==> config.mk <==
export PLATFORM = sky130hd
export DESIGN_NAME = link_failsafe_rearm_fsm_unit
export DESIGN_NICKNAME = d
export VERILOG_FILES = /design/src/rtl/lfr_pkg.sv /design/src/rtl/link_failsafe_rearm_fsm_unit.sv /design/src/rtl/lfr_csr.sv /design/src/rtl/lfr_in_stage.sv /design/src/rtl/lfr_core.sv /design/src/rtl/lfr_rsp_stage.sv
export VERILOG_INCLUDE_DIRS = /design/src /design/src/rtl
export SDC_FILE = /design/constraint.sdc
export NUM_CORES = 1
export LEC_CHECK = 0
export BUFFER_PORTS_ARGS = -buffer_cell sky130_fd_sc_hd__buf_2
export CAP_MARGIN = 5
export CORE_MARGIN = 2
export CORE_UTILIZATION = 40
export CTS_CLUSTER_DIAMETER = 120
export DETAILED_ROUTE_END_ITERATION = 10
export MAX_ROUTING_LAYER = met4
export SLEW_MARGIN = 15
export SYNTH_ARGS = -nofsm -noshare
export SYNTH_HDL_FRONTEND = slang
export SYNTH_SLANG_ARGS = --single-unit
==> constraint.sdc <==
create_clock -name clock -period 11 [get_ports clock]
set_input_delay 0 -clock clock [delete_from_list [all_inputs] [get_ports clock]]
set_output_delay 0 -clock clock [all_outputs]
set_load 0.03 [all_outputs]
==> src/rtl/link_failsafe_rearm_fsm_unit_macros.svh <==
// Assertion helpers for the link failsafe re-arm block.
`ifndef LINK_FAILSAFE_REARM_FSM_UNIT_MACROS_SVH
`define LINK_FAILSAFE_REARM_FSM_UNIT_MACROS_SVH

// Same-cycle implication, sampled on the rising clock edge, off during reset.
`define LFR_ASSERT_NOW(lbl, clk, rst, ante, cons) \
   lbl: assert property (@(posedge clk) disable iff (rst) (ante) |-> (cons)) \
      else $error("lfr assertion failed");

// Next-cycle implication.
`define LFR_ASSERT_NEXT(lbl, clk, rst, ante, cons) \
   lbl: assert property (@(posedge clk) disable iff (rst) (ante) |=> (cons)) \
      else $error("lfr assertion failed");

`endif

==> src/rtl/lfr_pkg.sv <==
package lfr_pkg;

   localparam int TIME_WIDTH  = 32;
   localparam int COUNT_WIDTH = 16;
   localparam int CSR_IDX_W   = 8;
   // write data as wide as the widest register
   localparam int CSR_DATA_W  = (TIME_WIDTH > COUNT_WIDTH) ? TIME_WIDTH : COUNT_WIDTH;

   localparam logic [COUNT_WIDTH-1:0] COUNT_MAX = '1;

   typedef enum logic [CSR_IDX_W-1:0] {
      CSR_LINK_TIMEOUT  = 8'd0,
      CSR_MAX_FRAME_GAP = 8'd1,
      CSR_CONFIRM_TIME  = 8'd2,
      CSR_MIN_FRAMES    = 8'd3
   } csr_idx_type;

   typedef struct packed {
      logic [TIME_WIDTH-1:0]  link_timeout_ms;
      logic [TIME_WIDTH-1:0]  max_frame_gap_ms;
      logic [TIME_WIDTH-1:0]  confirm_time_ms;
      logic [COUNT_WIDTH-1:0] min_frame_count;
   } cfg_type;

   typedef struct packed {
      logic [TIME_WIDTH-1:0] now_ms;
      logic                  frame_arrived;
      logic                  rx_failsafe_flag;
   } tick_type;

   typedef struct packed {
      logic link_mode;
      logic ever_linked;
      logic proof_open;
   } result_type;

endpackage

==> src/rtl/link_failsafe_rearm_fsm_unit.sv <==
// Receiver link failsafe with proven re-arm.
// req_ channel: one beat per tick carrying now_ms, frame_arrived and
// rx_failsafe_flag. rsp_ channel: one beat per tick with link_mode,
// ever_linked and proof_open, in request order.
// csr_ port: write-only; index 0 link timeout, 1 max frame gap, 2 confirm
// time, 3 min frame count. Other indices are ignored. Write only when idle.
// Pipeline: input register -> state update logic -> result register.
// A beat taken into the input register moves into the result register once
// that has room, and is offered on rsp_ from there; throughput is one beat
// per cycle while rsp_ready stays high.
// When rsp_ready is low the result register holds, the input register
// still takes one more beat, then req_ready drops until the result drains.
// Reset (synchronous, active high) empties both stages, puts the link in
// Safe with no window open, clears the latch and reloads the default
// register values (500, 100, 1000, 10).
module link_failsafe_rearm_fsm_unit
   import lfr_pkg::*;
(
   input  logic                  clock,
   input  logic                  reset,
   input  logic                  req_valid,
   output logic                  req_ready,
   input  logic [TIME_WIDTH-1:0] req_now_ms,
   input  logic                  req_frame_arrived,
   input  logic                  req_rx_failsafe_flag,
   output logic                  rsp_valid,
   input  logic                  rsp_ready,
   output logic                  rsp_link_mode,
   output logic                  rsp_ever_linked,
   output logic                  rsp_proof_open,
   input  logic                  csr_wr_en,
   input  logic [CSR_IDX_W-1:0]  csr_index,
   input  logic [CSR_DATA_W-1:0] csr_wr_data
);

`include "link_failsafe_rearm_fsm_unit_macros.svh"

   cfg_type    cfg;
   tick_type   tick;
   result_type result;
   logic       tick_valid;
   logic       rsp_free;
   logic       advance;

   // a held tick moves into the result register once that has room
   assign advance = tick_valid && rsp_free;

   lfr_csr u_csr (
      .clock       (clock),
      .reset       (reset),
      .csr_wr_en   (csr_wr_en),
      .csr_index   (csr_index),
      .csr_wr_data (csr_wr_data),
      .cfg         (cfg)
   );

   lfr_in_stage u_in (
      .clock                (clock),
      .reset                (reset),
      .req_valid            (req_valid),
      .req_ready            (req_ready),
      .req_now_ms           (req_now_ms),
      .req_frame_arrived    (req_frame_arrived),
      .req_rx_failsafe_flag (req_rx_failsafe_flag),
      .advance              (advance),
      .tick_valid           (tick_valid),
      .tick                 (tick)
   );

   // state registers update only on advance, so each tick is applied once
   lfr_core u_core (
      .clock   (clock),
      .reset   (reset),
      .advance (advance),
      .tick    (tick),
      .cfg     (cfg),
      .result  (result)
   );

   lfr_rsp_stage u_rsp (
      .clock           (clock),
      .reset           (reset),
      .advance         (advance),
      .result          (result),
      .rsp_free        (rsp_free),
      .rsp_valid       (rsp_valid),
      .rsp_ready       (rsp_ready),
      .rsp_link_mode   (rsp_link_mode),
      .rsp_ever_linked (rsp_ever_linked),
      .rsp_proof_open  (rsp_proof_open)
   );

   // Active implies the latch has been set.
   `LFR_ASSERT_NOW(a_active_latched, clock, reset, rsp_valid && rsp_link_mode, rsp_ever_linked)
   // No proof window stays open while Active.
   `LFR_ASSERT_NOW(a_active_no_window, clock, reset, rsp_valid && rsp_link_mode, !rsp_proof_open)
   // An empty result register never blocks the request side.
   `LFR_ASSERT_NOW(a_empty_accepts, clock, reset, !rsp_valid, req_ready)
   // A tick that moves into the result register shows up as a response next cycle.
   `LFR_ASSERT_NEXT(a_fill_reaches_rsp, clock, reset, advance, rsp_valid)

endmodule

==> src/rtl/lfr_csr.sv <==
module lfr_csr
   import lfr_pkg::*;
(
   input  logic                  clock,
   input  logic                  reset,
   input  logic                  csr_wr_en,
   input  logic [CSR_IDX_W-1:0]  csr_index,
   input  logic [CSR_DATA_W-1:0] csr_wr_data,
   output cfg_type               cfg
);

   cfg_type cfg_ff;

   always_ff @(posedge clock) begin
      if (reset) begin
         cfg_ff.link_timeout_ms  <= TIME_WIDTH'(500);
         cfg_ff.max_frame_gap_ms <= TIME_WIDTH'(100);
         cfg_ff.confirm_time_ms  <= TIME_WIDTH'(1000);
         cfg_ff.min_frame_count  <= COUNT_WIDTH'(10);
      end else if (csr_wr_en) begin
         unique case (csr_idx_type'(csr_index))
            CSR_LINK_TIMEOUT:  cfg_ff.link_timeout_ms  <= csr_wr_data[TIME_WIDTH-1:0];
            CSR_MAX_FRAME_GAP: cfg_ff.max_frame_gap_ms <= csr_wr_data[TIME_WIDTH-1:0];
            CSR_CONFIRM_TIME:  cfg_ff.confirm_time_ms  <= csr_wr_data[TIME_WIDTH-1:0];
            CSR_MIN_FRAMES:    cfg_ff.min_frame_count  <= csr_wr_data[COUNT_WIDTH-1:0];
            default: ; // unmapped index: dropped
         endcase
      end
   end

   assign cfg = cfg_ff;

endmodule

==> src/rtl/lfr_in_stage.sv <==
module lfr_in_stage
   import lfr_pkg::*;
(
   input  logic                  clock,
   input  logic                  reset,
   input  logic                  req_valid,
   output logic                  req_ready,
   input  logic [TIME_WIDTH-1:0] req_now_ms,
   input  logic                  req_frame_arrived,
   input  logic                  req_rx_failsafe_flag,
   input  logic                  advance,
   output logic                  tick_valid,
   output tick_type              tick
);

   logic     valid_ff, valid_in;
   tick_type tick_ff;
   logic     take;

   // Free when empty or when the held beat moves on this cycle.
   assign req_ready = !valid_ff || advance;
   assign take      = req_valid && req_ready;

   always_comb begin
      valid_in = valid_ff;
      if (take) begin
         valid_in = 1'b1;
      end else if (advance) begin
         valid_in = 1'b0;
      end
   end

   always_ff @(posedge clock) begin
      if (reset) begin
         valid_ff <= 1'b0;
      end else begin
         valid_ff <= valid_in;
      end
   end

   always_ff @(posedge clock) begin
      if (take) begin
         tick_ff.now_ms           <= req_now_ms;
         tick_ff.frame_arrived    <= req_frame_arrived;
         tick_ff.rx_failsafe_flag <= req_rx_failsafe_flag;
      end
   end

   assign tick_valid = valid_ff;
   assign tick       = tick_ff;

endmodule

==> src/rtl/lfr_core.sv <==
module lfr_core
   import lfr_pkg::*;
(
   input  logic       clock,
   input  logic       reset,
   input  logic       advance,
   input  tick_type   tick,
   input  cfg_type    cfg,
   output result_type result
);

   logic                   mode_ff,   mode_in;
   logic                   seen_ff,   seen_in;
   logic [TIME_WIDTH-1:0]  last_ff,   last_in;
   logic                   win_ff,    win_in;
   logic [TIME_WIDTH-1:0]  wstart_ff, wstart_in;
   logic [COUNT_WIDTH-1:0] wcount_ff, wcount_in;
   logic                   latch_ff,  latch_in;

   logic [TIME_WIDTH-1:0]  age;
   logic [TIME_WIDTH-1:0]  gap;
   logic [TIME_WIDTH-1:0]  win_age;
   logic                   link_ok;

   always_comb begin
      mode_in   = mode_ff;
      seen_in   = seen_ff  || tick.frame_arrived;
      last_in   = tick.frame_arrived ? tick.now_ms : last_ff;
      win_in    = win_ff;
      wstart_in = wstart_ff;
      wcount_in = wcount_ff;
      latch_in  = latch_ff;

      // all differences wrap modulo 2^TIME_WIDTH
      age     = tick.now_ms - last_in;
      gap     = tick.now_ms - last_ff;   // silence since the previous frame
      win_age = tick.now_ms - wstart_ff;
      link_ok = seen_in && !tick.rx_failsafe_flag && (age < cfg.link_timeout_ms);

      if (!link_ok) begin
         mode_in   = 1'b0;
         win_in    = 1'b0;
         wcount_in = '0;
      end else if (!mode_ff) begin
         if (win_ff && seen_ff && (gap > cfg.max_frame_gap_ms)) begin
            win_in    = 1'b0;
            wcount_in = '0;
         end
         if (!win_in) begin
            if (tick.frame_arrived) begin
               win_in    = 1'b1;
               wstart_in = tick.now_ms;
               wcount_in = COUNT_WIDTH'(1);
            end
         end else begin
            if (tick.frame_arrived && (wcount_in != COUNT_MAX)) begin
               wcount_in = wcount_in + COUNT_WIDTH'(1);
            end
            if ((win_age >= cfg.confirm_time_ms) && (wcount_in >= cfg.min_frame_count)) begin
               mode_in   = 1'b1;
               latch_in  = 1'b1;
               win_in    = 1'b0;
               wcount_in = '0;
            end
         end
      end
   end

   always_ff @(posedge clock) begin
      if (reset) begin
         mode_ff   <= 1'b0;
         seen_ff   <= 1'b0;
         last_ff   <= '0;
         win_ff    <= 1'b0;
         wstart_ff <= '0;
         wcount_ff <= '0;
         latch_ff  <= 1'b0;
      end else if (advance) begin
         mode_ff   <= mode_in;
         seen_ff   <= seen_in;
         last_ff   <= last_in;
         win_ff    <= win_in;
         wstart_ff <= wstart_in;
         wcount_ff <= wcount_in;
         latch_ff  <= latch_in;
      end
   end

   assign result.link_mode   = mode_in;
   assign result.ever_linked = latch_in;
   assign result.proof_open  = win_in;

endmodule

==> src/rtl/lfr_rsp_stage.sv <==
module lfr_rsp_stage
   import lfr_pkg::*;
(
   input  logic       clock,
   input  logic       reset,
   input  logic       advance,
   input  result_type result,
   output logic       rsp_free,
   output logic       rsp_valid,
   input  logic       rsp_ready,
   output logic       rsp_link_mode,
   output logic       rsp_ever_linked,
   output logic       rsp_proof_open
);

   logic       valid_ff, valid_in;
   result_type data_ff;

   assign rsp_free = !valid_ff || rsp_ready;

   always_comb begin
      valid_in = valid_ff;
      if (advance) begin
         valid_in = 1'b1;
      end else if (rsp_ready) begin
         valid_in = 1'b0;
      end
   end

   always_ff @(posedge clock) begin
      if (reset) begin
         valid_ff <= 1'b0;
      end else begin
         valid_ff <= valid_in;
      end
   end

   always_ff @(posedge clock) begin
      if (advance) begin
         data_ff <= result;
      end
   end

   assign rsp_valid       = valid_ff;
   assign rsp_link_mode   = data_ff.link_mode;
   assign rsp_ever_linked = data_ff.ever_linked;
   assign rsp_proof_open  = data_ff.proof_open;

endmodule
==> results of run 1 <==
cell usage after synthesis, types with 9 or more instances:
library cell and instances:
nor3_1 24, xor2_1 27, mux2i_1 64, and3_1 14
or2_2 10, ha_1 205, inv_1 201, o21bai_1 10
clkbuf_1 50, a31oi_1 14, a21o_1 41, o211ai_1 16
nand3_1 36, xnor2_1 65, o21a_1 26, a211o_1 20
or3_1 10, edfxtp_1 37, nor2b_1 16, a211oi_1 45
nand2_1 253, a21oi_1 205, nand4_1 24, nor2_1 167
o21ai_0 56, nand2b_1 18, o31ai_1 9, dfxtp_1 198
per-stage QoR:
stage | worst slack, ns | cells | hold slack [ns] | utilization | area (um2)
global route | 0.6336 | 2683 | 0.04769 | 0.4676 | 18960
global placement | 1.654 | 2558 | 0.1774 | 0.4260 | 17280
finish | 1.323 | 2683 | 0.02105 | 0.4676 | 18960
floorplan | 2.503 | 1994 | 0.09887 | - | 16350
detailed placement | 1.511 | 2558 | 0.1785 | 0.4260 | 17280
CTS | 1.377 | 2683 | 0.02183 | 0.4676 | 18960
worst max-delay path, delay by kind of cell, from the launching register on:
family	cells	cell delay [ns]
DFF	1	0.43
xor gates and xnor gates	2	0.29
and+or+nand+nor	9	2.23
buffers and inverters	4	0.36
adders and majority gates	5	1.52
AOI/OAI and AO/OA	17	4.77
logic make-up after synthesis:
logic type / Yosys count / share of synthesized area
AOI/OAI and AO/OA: 514 / 0.2045
xor gates and xnor gates: 92 / 0.04928
adders and majority gates: 208 / 0.1605
buffers and inverters: 267 / 0.06313
DFF: 235 / 0.3104
muxes: 66 / 0.04055
and+or+nand+nor: 612 / 0.1717
path summary, 6_finish.rpt:
| path | to | slack (ns) | cells after the start |
|---|---|---|---|
| worst max register to register | u_core.wcount_ff[2] | 1.32 | 37 |
| worst min-delay path | u_rsp.rsp_valid | 0.02 | 2 |
| worst max-delay path | u_core.wcount_ff[2] | 1.32 | 37 |
| worst min register to register | u_csr.cfg[11] | 0.45 | 2 |
sequential cells by signal, summed over array words and instances (netlist names):
signal	count
u_csr.cfg	112
u_in.tick	34
u_core.last_ff	32
u_core.wstart_ff	32
u_core.wcount_ff	16
u_core.latch_ff	1
u_core.mode_ff	1
u_core.seen_ff	1
u_core.win_ff	1
u_in.tick_valid	1
u_rsp.rsp_ever_linked	1
u_rsp.rsp_link_mode	1
u_rsp.rsp_proof_open	1
u_rsp.rsp_valid	1
final cells by class:
type | count | area, um2 | area share
repair buffers | 165 | 1210 | 0.06381
well taps | 532 | 665.6 | 0.03510
multi-input cells | 1492 | 10250 | 0.5408
inverters | 203 | 762.0 | 0.04018
clock buffers | 39 | 847.1 | 0.04467
clock inverters | 17 | 147.6 | 0.007786
flip-flops and latches | 235 | 5075 | 0.2676
report_power, final:
part / switching [W] / internal (W) / leakage, nW
clock network: 0.000408 / 0.000588 / 0.484
logic: 0.000359 / 0.000269 / 4.86
registers: 0.0000230 / 0.000893 / 1.96
layer usage:
layer,vias to the layer above,routed length (um),global-route usage
met1,6749,21700,0.2919
met2,309,21720,0.3748
met5,-,0,-
met3,70,2127,0.02665
met4,0,1133,0.06429
li1,7282,-,-
==> metrics.yaml, run 1 <==
clock_network:
  cts.sinks: 235
  post_cts_buffers: 0
  cts_buffers: 30
  cts_hold_buffers: 69
  cts_tree: "done"
  clockBufferDepth: 3
  cts_root_buf: "clkbuf_16"
  cts_resized: 0
  worstSkewPairLatency_ns: 0.58
  cts_max_level: 1
  clk_pin_slew_ns: 0.06
global_route:
  grt_overflow_total: 0
  track_usage: 0.2266
  grt_pass1_wl_um: 73770
  grt_max_degree: 123
  grt_pass1_vias: 13964
  antenna_found_initial: 0
power_and_ir_drop:
  p_per_area_mw_per_mm2: 134.0
  total_power_w: 0.002540
  vdd_ir_drop_max_mv: 0.09687
  power_leakage_nw: 7.309
timing:
  fmax_mhz: 103.3
  rsz0062_at_grt: "no"
  worst_pin_slew_ns: 1.067
  post-route-period-util: 0.8797
  finClkSkew_ns: 0.02065
  hold_viol_final: 0
  maxSlewHeadroom: 0.2889
  finalSetupViolCount: 0
  drv_slew: 0
  finalCriticalPeriod_ns: 9.677
  fin_setup_tns_ns: 0
critical_path:
  startpoint_type: "register"
  end_kind: "register"
  reg2reg_from: "u_in.tick[2]"
  crit_type: "reg2reg"
  crit_arrival_ns: 10.16
  slowest_stage: "a221oi_1"
  critPathMaxStageDelay_ns: 0.48
  cp.required_ns: 11.49
  path_max_fanout: 10
  startpoint: "u_in.tick[2]"
  cpMostUsedCell: "ha_1"
yosys:
  ys_ff_latch: 235
  yosysWarnings: 0
  syn_avg_cell_area_um2: 8.201
  synth_top_area_share: 0.2424
  synth.area.top_cells: "dfxtp_1 24%, ha_1 16%, edfxtp_1 6.8%"
  yosysTopAreaCell: "dfxtp_1"
  async_flop_share: 0
  synth_cell_types: 86
  synth_ff_type: "dfxtp_1"
  synth_edf_count: 37
  syn_inst: 1994
  synth_nets: 2281
  ys_seq_area_frac: 0.3104
  netlist_area_mm2: 0.01635
final_layout:
  fin_nets: 2414
  antenna_cells: 0
  final_cell_mix: "253 x nand2_1, 205 x a21oi_1, 205 x ha_1, 201 x inv_1, 198 x dfxtp_1"
  nFillCells: 3947
  syn2layout_area_growth_pct: 15.96
  drive_gt1_frac: 0.08787
  mostFrequentLayoutCell: "nand2_1"
die:
  dieHeight_um: 206.2
  core-area_mm2: 0.04055
  row_count: 74
  ios: 84
  die_w_um: 206.2
  start_util: 0.4032
  die-area_mm2: 0.04251
drt:
  drc: 0
  drt_wl_total_um: 46670
  viasPerCell: 5.371
  drt-initial-drc-count: 761
  routedWlPerCell_um: 17.40
  drtAntennaViolNets: 0
  dr.pass1.iters: 5
  vias: 14410
placement:
  io_buffer_count: 83
  dp_hpwl_um: 34460
  gp_congestion: 0.8734
flow_run:
  drv_cap: 0
outcome:
  status: "complete, no violations"
hold_path:
  hp-start: "reset"
  hold_path.class: "in2reg"
(Power assumes the default switching activity.)
==> run 2, diff against run 1 <==
--- a/config.mk
+++ b/config.mk
@@ -13,6 +13,7 @@
 export CTS_CLUSTER_DIAMETER = 120
 export DETAILED_ROUTE_END_ITERATION = 10
 export MAX_ROUTING_LAYER = met4
+export RECOVER_POWER = 25
 export SLEW_MARGIN = 15
 export SYNTH_ARGS = -nofsm -noshare
 export SYNTH_HDL_FRONTEND = slang
==> run 2 against run 1 <==
The flow now finishes with violations (max-capacitance violations, max-slew violations). Core utilization is essentially flat. Critical path depth is the same. Clock skew grew 0.0018 ns. Routed wire length is essentially flat. Maximum frequency grew 0.45%. Sequential cell count is the same. First-iteration DRC count shrank 0.39%. Critical path type unchanged. Largest cell class unchanged. Largest power group unchanged.
==> metrics.yaml, run 2 (synthesis results as in run 1) <==
outcome:
  status: "finished with violations"
  failed_checks: "max-capacitance violations, max-slew violations"
critical_path:
  slowest_stage: "a221oi_1"
  startpoint: "u_in.tick[2]"
  rrSetupSlack_ns: 1.37  # +0.04 ns
  crit_end: "u_core.wcount_ff[2]"
  startpoint_type: "register"
  rr_endpoint: "u_core.wcount_ff[2]"
  reg2regPathDepth: 37  # unchanged
  crit_arrival_ns: 10.12  # -0.04 ns
  path_max_fanout: 10  # unchanged
  reg2reg_from: "u_in.tick[2]"
  crit_type: "reg2reg"
  cpMostUsedCell: "ha_1"
  end_kind: "register"
  critPathMaxStageDelay_ns: 0.48  # about the same
  cp.required_ns: 11.49  # about the same
global_route:
  gr-max-usage-layer: "met2"
  grt_use_met3: 0.02665  # unchanged
  grt_max_degree: 123  # unchanged
  grt_overflow_total: 0  # unchanged
  met2_usage: 0.3748  # unchanged
  track_usage: 0.2266  # unchanged
  grt_pass1_wl_um: 73770  # unchanged
  grtUsageMet1: 0.2919  # unchanged
  antenna_found_initial: 0  # unchanged
  grt_pass1_vias: 13964  # unchanged
die:
  core-area_mm2: 0.04055  # unchanged
  ios: 84  # unchanged
  dieHeight_um: 206.2  # unchanged
  start_util: 0.4032  # unchanged
  row_count: 74  # unchanged
  die_w_um: 206.2  # unchanged
  die-area_mm2: 0.04251  # unchanged
timing:
  drv_slew: 35  # +35
  hold_viol_final: 0  # unchanged
  maxSlewHeadroom: -0.6863  # -0.9752
  finalSetupViolCount: 0  # unchanged
  finClkSkew_ns: 0.02245  # +0.001795 ns
  rsz0062_at_grt: "no"
  finalCriticalPeriod_ns: 9.634  # -0.04295 ns
  worst_pin_slew_ns: 2.529  # +1.463 ns
  fin_ws_ns: 1.366  # +0.04295 ns
  post-route-period-util: 0.8758  # -0.003905
  fin_setup_tns_ns: 0  # unchanged
  fmax_mhz: 103.8  # +0.45%
clock_network:
  worstSkewPairLatency_ns: 0.58  # about the same
  post_cts_buffers: 0  # unchanged
  cts_hold_buffers: 69  # unchanged
  cts_max_level: 1  # unchanged
  clockBufferDepth: 3  # unchanged
  cts.sinks: 235  # unchanged
  cts_root_buf: "clkbuf_16"
  cts_resized: 0  # unchanged
  cts_buffers: 30  # unchanged
  cts_tree: "done"
  clk_pin_slew_ns: 0.06  # about the same
drt:
  drtAntennaViolNets: 0  # unchanged
  vias: 14440  # +0.21%
  drt_wl_total_um: 46690  # about the same
  drt-initial-drc-count: 758  # -0.39%
  viasPerCell: 5.382  # +0.21%
  dr.pass1.iters: 5  # unchanged
  drc: 0  # unchanged
  routedWlPerCell_um: 17.40  # about the same
final_layout:
  fin_nets: 2414  # unchanged
  final_cell_mix: "253 x nand2_1, 205 x a21oi_1, 205 x ha_1, 201 x inv_1, 198 x dfxtp_1"
  stdcell_area_mm2: 0.01895  # about the same
  regArea_mm2: 0.005075  # unchanged
  nFillCells: 3952  # +0.13%
  multi_input_area_mm2: 0.01025  # unchanged
  mostFrequentLayoutCell: "nand2_1"
  final_core_util: 0.4672  # about the same
  drive_gt1_frac: 0.08368  # -0.004184
  antenna_cells: 0  # unchanged
  largest_reg_flops: 112  # unchanged
  syn2layout_area_growth_pct: 15.88  # about the same
hold_path:
  hp-start: "reset"
  hold_path.class: "in2reg"
placement:
  gp_congestion: 0.8734  # unchanged
  dp_hpwl_um: 34460  # unchanged
  io_buffer_count: 83  # unchanged
  placed_area_mm2: 0.01728  # unchanged
  pre_cts_slack_ns: 1.511  # unchanged
flow_run:
  drv_cap: 1  # +1
power_and_ir_drop:
  power_leakage_nw: 7.283  # -0.36%
  p_per_area_mw_per_mm2: 134.1  # about the same
  total_power_w: 0.002540  # about the same
  vdd_ir_drop_max_mv: 0.09662  # -0.26%
## run 2: layout make-up
class                   instances  share of cell area
clock buffers                  39             0.04470
clock inverters                17            0.007792
inverters                     203             0.04021
multi-input cells            1492              0.5412
flip-flops and latches        235              0.2678
well taps                     532             0.03513
repair buffers                165             0.06313
## run 2: worst min path at each step
stage / to / slack [ns] / depth (start not counted)
2_1_floorplan: u_in.tick[0] / 0.1 / 0
3_3_place_gp: u_in.tick[27] / 0.18 / 1
3_5_place_dp: u_in.tick[31] / 0.18 / 1
4_1_cts: u_core.wstart_ff[31] / 0.02 / 2
5_1_grt: u_in.tick_valid / 0.05 / 2
6_report: u_rsp.rsp_valid / 0.02 / 2
## run 2: per-layer routing
layer / share of wire / routed length, um / vias up
li1: - / - / 7284
met1: 0.46 / 21640 / 6761
met2: 0.46 / 21690 / 323
met3: 0.047 / 2208 / 72
met4: 0.025 / 1148 / 0
met5: 0 / 0 / -
## run 2: power by group
group	internal [W]	switching (W)	total [W]
Sequential	0.000893	0.0000230	0.000916
Clock	0.000588	0.000408	0.000996
Combinational	0.000269	0.000359	0.000628
Total	0.00175	0.000790	0.00254
## run 2: per-stage QoR
| step | std cells | hold WS (ns) |
|---|---|---|
| after floorplan | 1994 | 0.09887 |
| after global placement | 2558 | 0.1774 |
| after detailed placement | 2558 | 0.1785 |
| after CTS | 2683 | 0.02183 |
| after global routing | 2683 | 0.04769 |
| final | 2683 | 0.02000 |
## run 2: critical path, delay by kind of cell (launching register included)
kind	cells	cell delay, ns
AND/OR/NAND/NOR	9	2.22
AO/OA/AOI/OAI	17	4.75
flip-flops	1	0.43
adder cells (fa/ha/maj)	5	1.52
XOR/XNOR	2	0.28
buffers and inverters	4	0.36
==> run 3, diff against run 2 <==
==> constraint.sdc (replaced) <==
create_clock -name clock -period 8.5 [get_ports clock]
set_input_delay 0 -clock clock [delete_from_list [all_inputs] [get_ports clock]]
set_output_delay 0 -clock clock [all_outputs]
set_load 0.03 [all_outputs]
==> run 3 against run 2 <==
The flow still finishes with violations (max-capacitance violations, max-slew violations). Final area rose by 2.7%. Global-route usage barely moved. Highest routed layer unchanged. Hold slack improved by 0.045 ns. Critical endpoint is now u_core.wcount_ff[5].
==> metrics.yaml, run 3 (synthesis results as in run 1) <==
outcome:
  status: "finished with violations"
  failed_checks: "max-capacitance violations, max-slew violations"
clock_network:
  worstSkewPairLatency_ns: 0.58  # about the same
  cts_max_level: 1  # unchanged
  cts_buffers: 30  # unchanged
  cts_tree: "done"
  cts_root_buf: "clkbuf_16"
  clk_pin_slew_ns: 0.06  # about the same
  clockBufferDepth: 3  # unchanged
  cts.sinks: 235  # unchanged
timing:
  finClkSkew_ns: 0.01964  # -0.002805 ns
  finalCriticalPeriod_ns: 8.141  # -1.493 ns
  finalSetupViolCount: 0  # unchanged
  hold_viol_final: 0  # unchanged
  drv_slew: 136  # +290%
  worst_pin_slew_ns: 4.974  # +2.445 ns
  fmax_mhz: 122.8  # +18%
  fin_ws_ns: 0.3592  # -1.007 ns
  maxSlewHeadroom: -2.316  # -1.630
  post-route-period-util: 0.9577  # +0.08191
  fin_setup_tns_ns: 0  # unchanged
  fin_worst_hold_slack_ns: 0.06510  # +0.04511 ns
placement:
  gp_congestion: 0.9264  # +6.1%
  pre_cts_slack_ns: -0.1259  # -1.637 ns
  io_buffer_count: 83  # unchanged
  dp_hpwl_um: 34920  # +1.3%
  dp_cells: 2588  # +1.2%
critical_path:
  slowest_stage: "o41a_1"
  rrSetupSlack_ns: 0.36  # -1.01 ns
  reg2reg_from: "u_in.tick[2]"
  path_max_fanout: 8  # -2
  crit_arrival_ns: 8.61  # -1.51 ns
  startpoint_type: "register"
  crit_type: "reg2reg"
  rr_endpoint: "u_core.wcount_ff[5]"
  cp.required_ns: 8.97  # -2.52 ns
  reg2regPathDepth: 38  # +2.7%
  end_kind: "register"
  cpMostUsedCell: "inv_2"
  critPathMaxStageDelay_ns: 0.47  # about the same
drt:
  drc: 0  # unchanged
  vias: 14600  # +1.1%
  drtAntennaViolNets: 0  # unchanged
  drt-initial-drc-count: 828  # +9.2%
  drt_wl_total_um: 47220  # +1.1%
  dr.pass1.iters: 6  # +1
  viasPerCell: 5.350  # -0.60%
  routedWlPerCell_um: 17.30  # -0.58%
final_layout:
  instances_no_fill: 2729  # +1.7%
  nFillCells: 3990  # +0.96%
  largest_reg_flops: 112  # unchanged
  drive_gt1_frac: 0.1116  # +0.02788
  mostFrequentLayoutCell: "nand2_1"
  syn2layout_area_growth_pct: 19.01
  fin_nets: 2459  # +1.9%
  final_cell_mix: "252 x nand2_1, 203 x ha_1, 202 x a21oi_1, 198 x inv_1, 198 x dfxtp_1"
  final_core_util: 0.4799  # +0.01265
hold_path:
  hp-start: "csr_index[1]"
  min_to: "u_csr.cfg[82]"
  hold_path.class: "in2reg"
  holdPathStages: 3  # +1
power_and_ir_drop:
  p_per_area_mw_per_mm2: 170.4  # +27%
  vdd_ir_drop_max_mv: 0.1333  # +38%
  power_leakage_nw: 7.535  # +3.5%
die:
  dieHeight_um: 206.2  # unchanged
  core-area_mm2: 0.04055  # unchanged
  die_w_um: 206.2  # unchanged
  ios: 84  # unchanged
  die-area_mm2: 0.04251  # unchanged
  start_util: 0.4032  # unchanged
  row_count: 74  # unchanged
global_route:
  track_usage: 0.2270  # +0.0003877
  antenna_found_initial: 1  # +1
  grt_pass1_wl_um: 74070  # +0.41%
  grt_pass1_vias: 14018  # +0.39%
  grt_overflow_total: 0  # unchanged
  grt_max_degree: 101  # -18%
flow_run:
  drv_cap: 2  # +1
run 3: cell count changes in the layout (fill, tap and decap cells not counted), sizes merged:
cell         before  now
buf              87  125
clkbuf           48   55
clkinv           11    6
dlygate4sd3      69   74
inv             203  206
clkinvlp          4    2
bufinv            2    1
diode             0    1
run 3: stage by stage:
stage                     total power (W)  area [um2]
after floorplan                  0.001773       16350
after global placement           0.001989       17500
after detailed placement         0.002011       17500
after CTS                        0.003336       19270
after global routing             0.003498       19460
final                            0.003317       19460
run 3: layer usage:
metal,GRT usage,routed length (um)
met3,0.03012,2250
met1,0.2910,21820
met5,-,0
met4,0.08087,1625
met2,0.3666,21520
run 3: worst max-delay path, delay by kind of cell (launching register included):
family                   cells  cell delay, ns
AO/OA/AOI/OAI               18            4.12
AND/OR/NAND/NOR              8            1.50
XOR/XNOR                     2            0.17
adder cells (fa/ha/maj)      5            1.30
flip-flops                   1            0.40
buffers and inverters        5            0.52
run 3: cell type report:
class | instances | area [um2] | area share
multi-input cells | 1492 | 10400 | 0.5346
clock inverters | 12 | 100.1 | 0.005143
flip-flops and latches | 235 | 5075 | 0.2608
diodes | 1 | 2.502 | 0.0001286
well taps | 532 | 665.6 | 0.03420
clock buffers | 44 | 907.1 | 0.04661
inverters | 203 | 762.0 | 0.03915
repair buffers | 210 | 1545 | 0.07940
run 3: power breakdown:
part | internal (W) | leakage (nW) | total, W | switching (W)
registers | 0.00116 | 1.96 | 0.00118 | 0.0000262
clock network | 0.000769 | 0.495 | 0.00128 | 0.000513
logic | 0.000368 | 5.08 | 0.000852 | 0.000484
total | 0.00229 | 7.54 | 0.00332 | 0.00102
run 3: timing repair:
action                     CTS  global route
pin swaps                    1            20
gates resized for setup      2            35
cloned                       0             0
buffers inserted             1             9
setup endpoints to repair   19            22
hold buffers                74             0
hold endpoints to repair   164             0
run 3: worst max path at each step:
stage	start	end	slack, ns	cells after the start
after floorplan	u_in.tick[2]	u_core.wcount_ff[7]	0.003	38
after global placement	u_in.tick[2]	u_core.wcount_ff[7]	0.03	36
after detailed placement	u_in.tick[2]	u_core.wcount_ff[7]	-0.13	36
after CTS	u_in.tick[2]	u_core.wcount_ff[7]	0.002	36
after global routing	u_in.tick[2]	u_core.wcount_ff[2]	-0.06	40
final	u_in.tick[2]	u_core.wcount_ff[5]	0.36	38
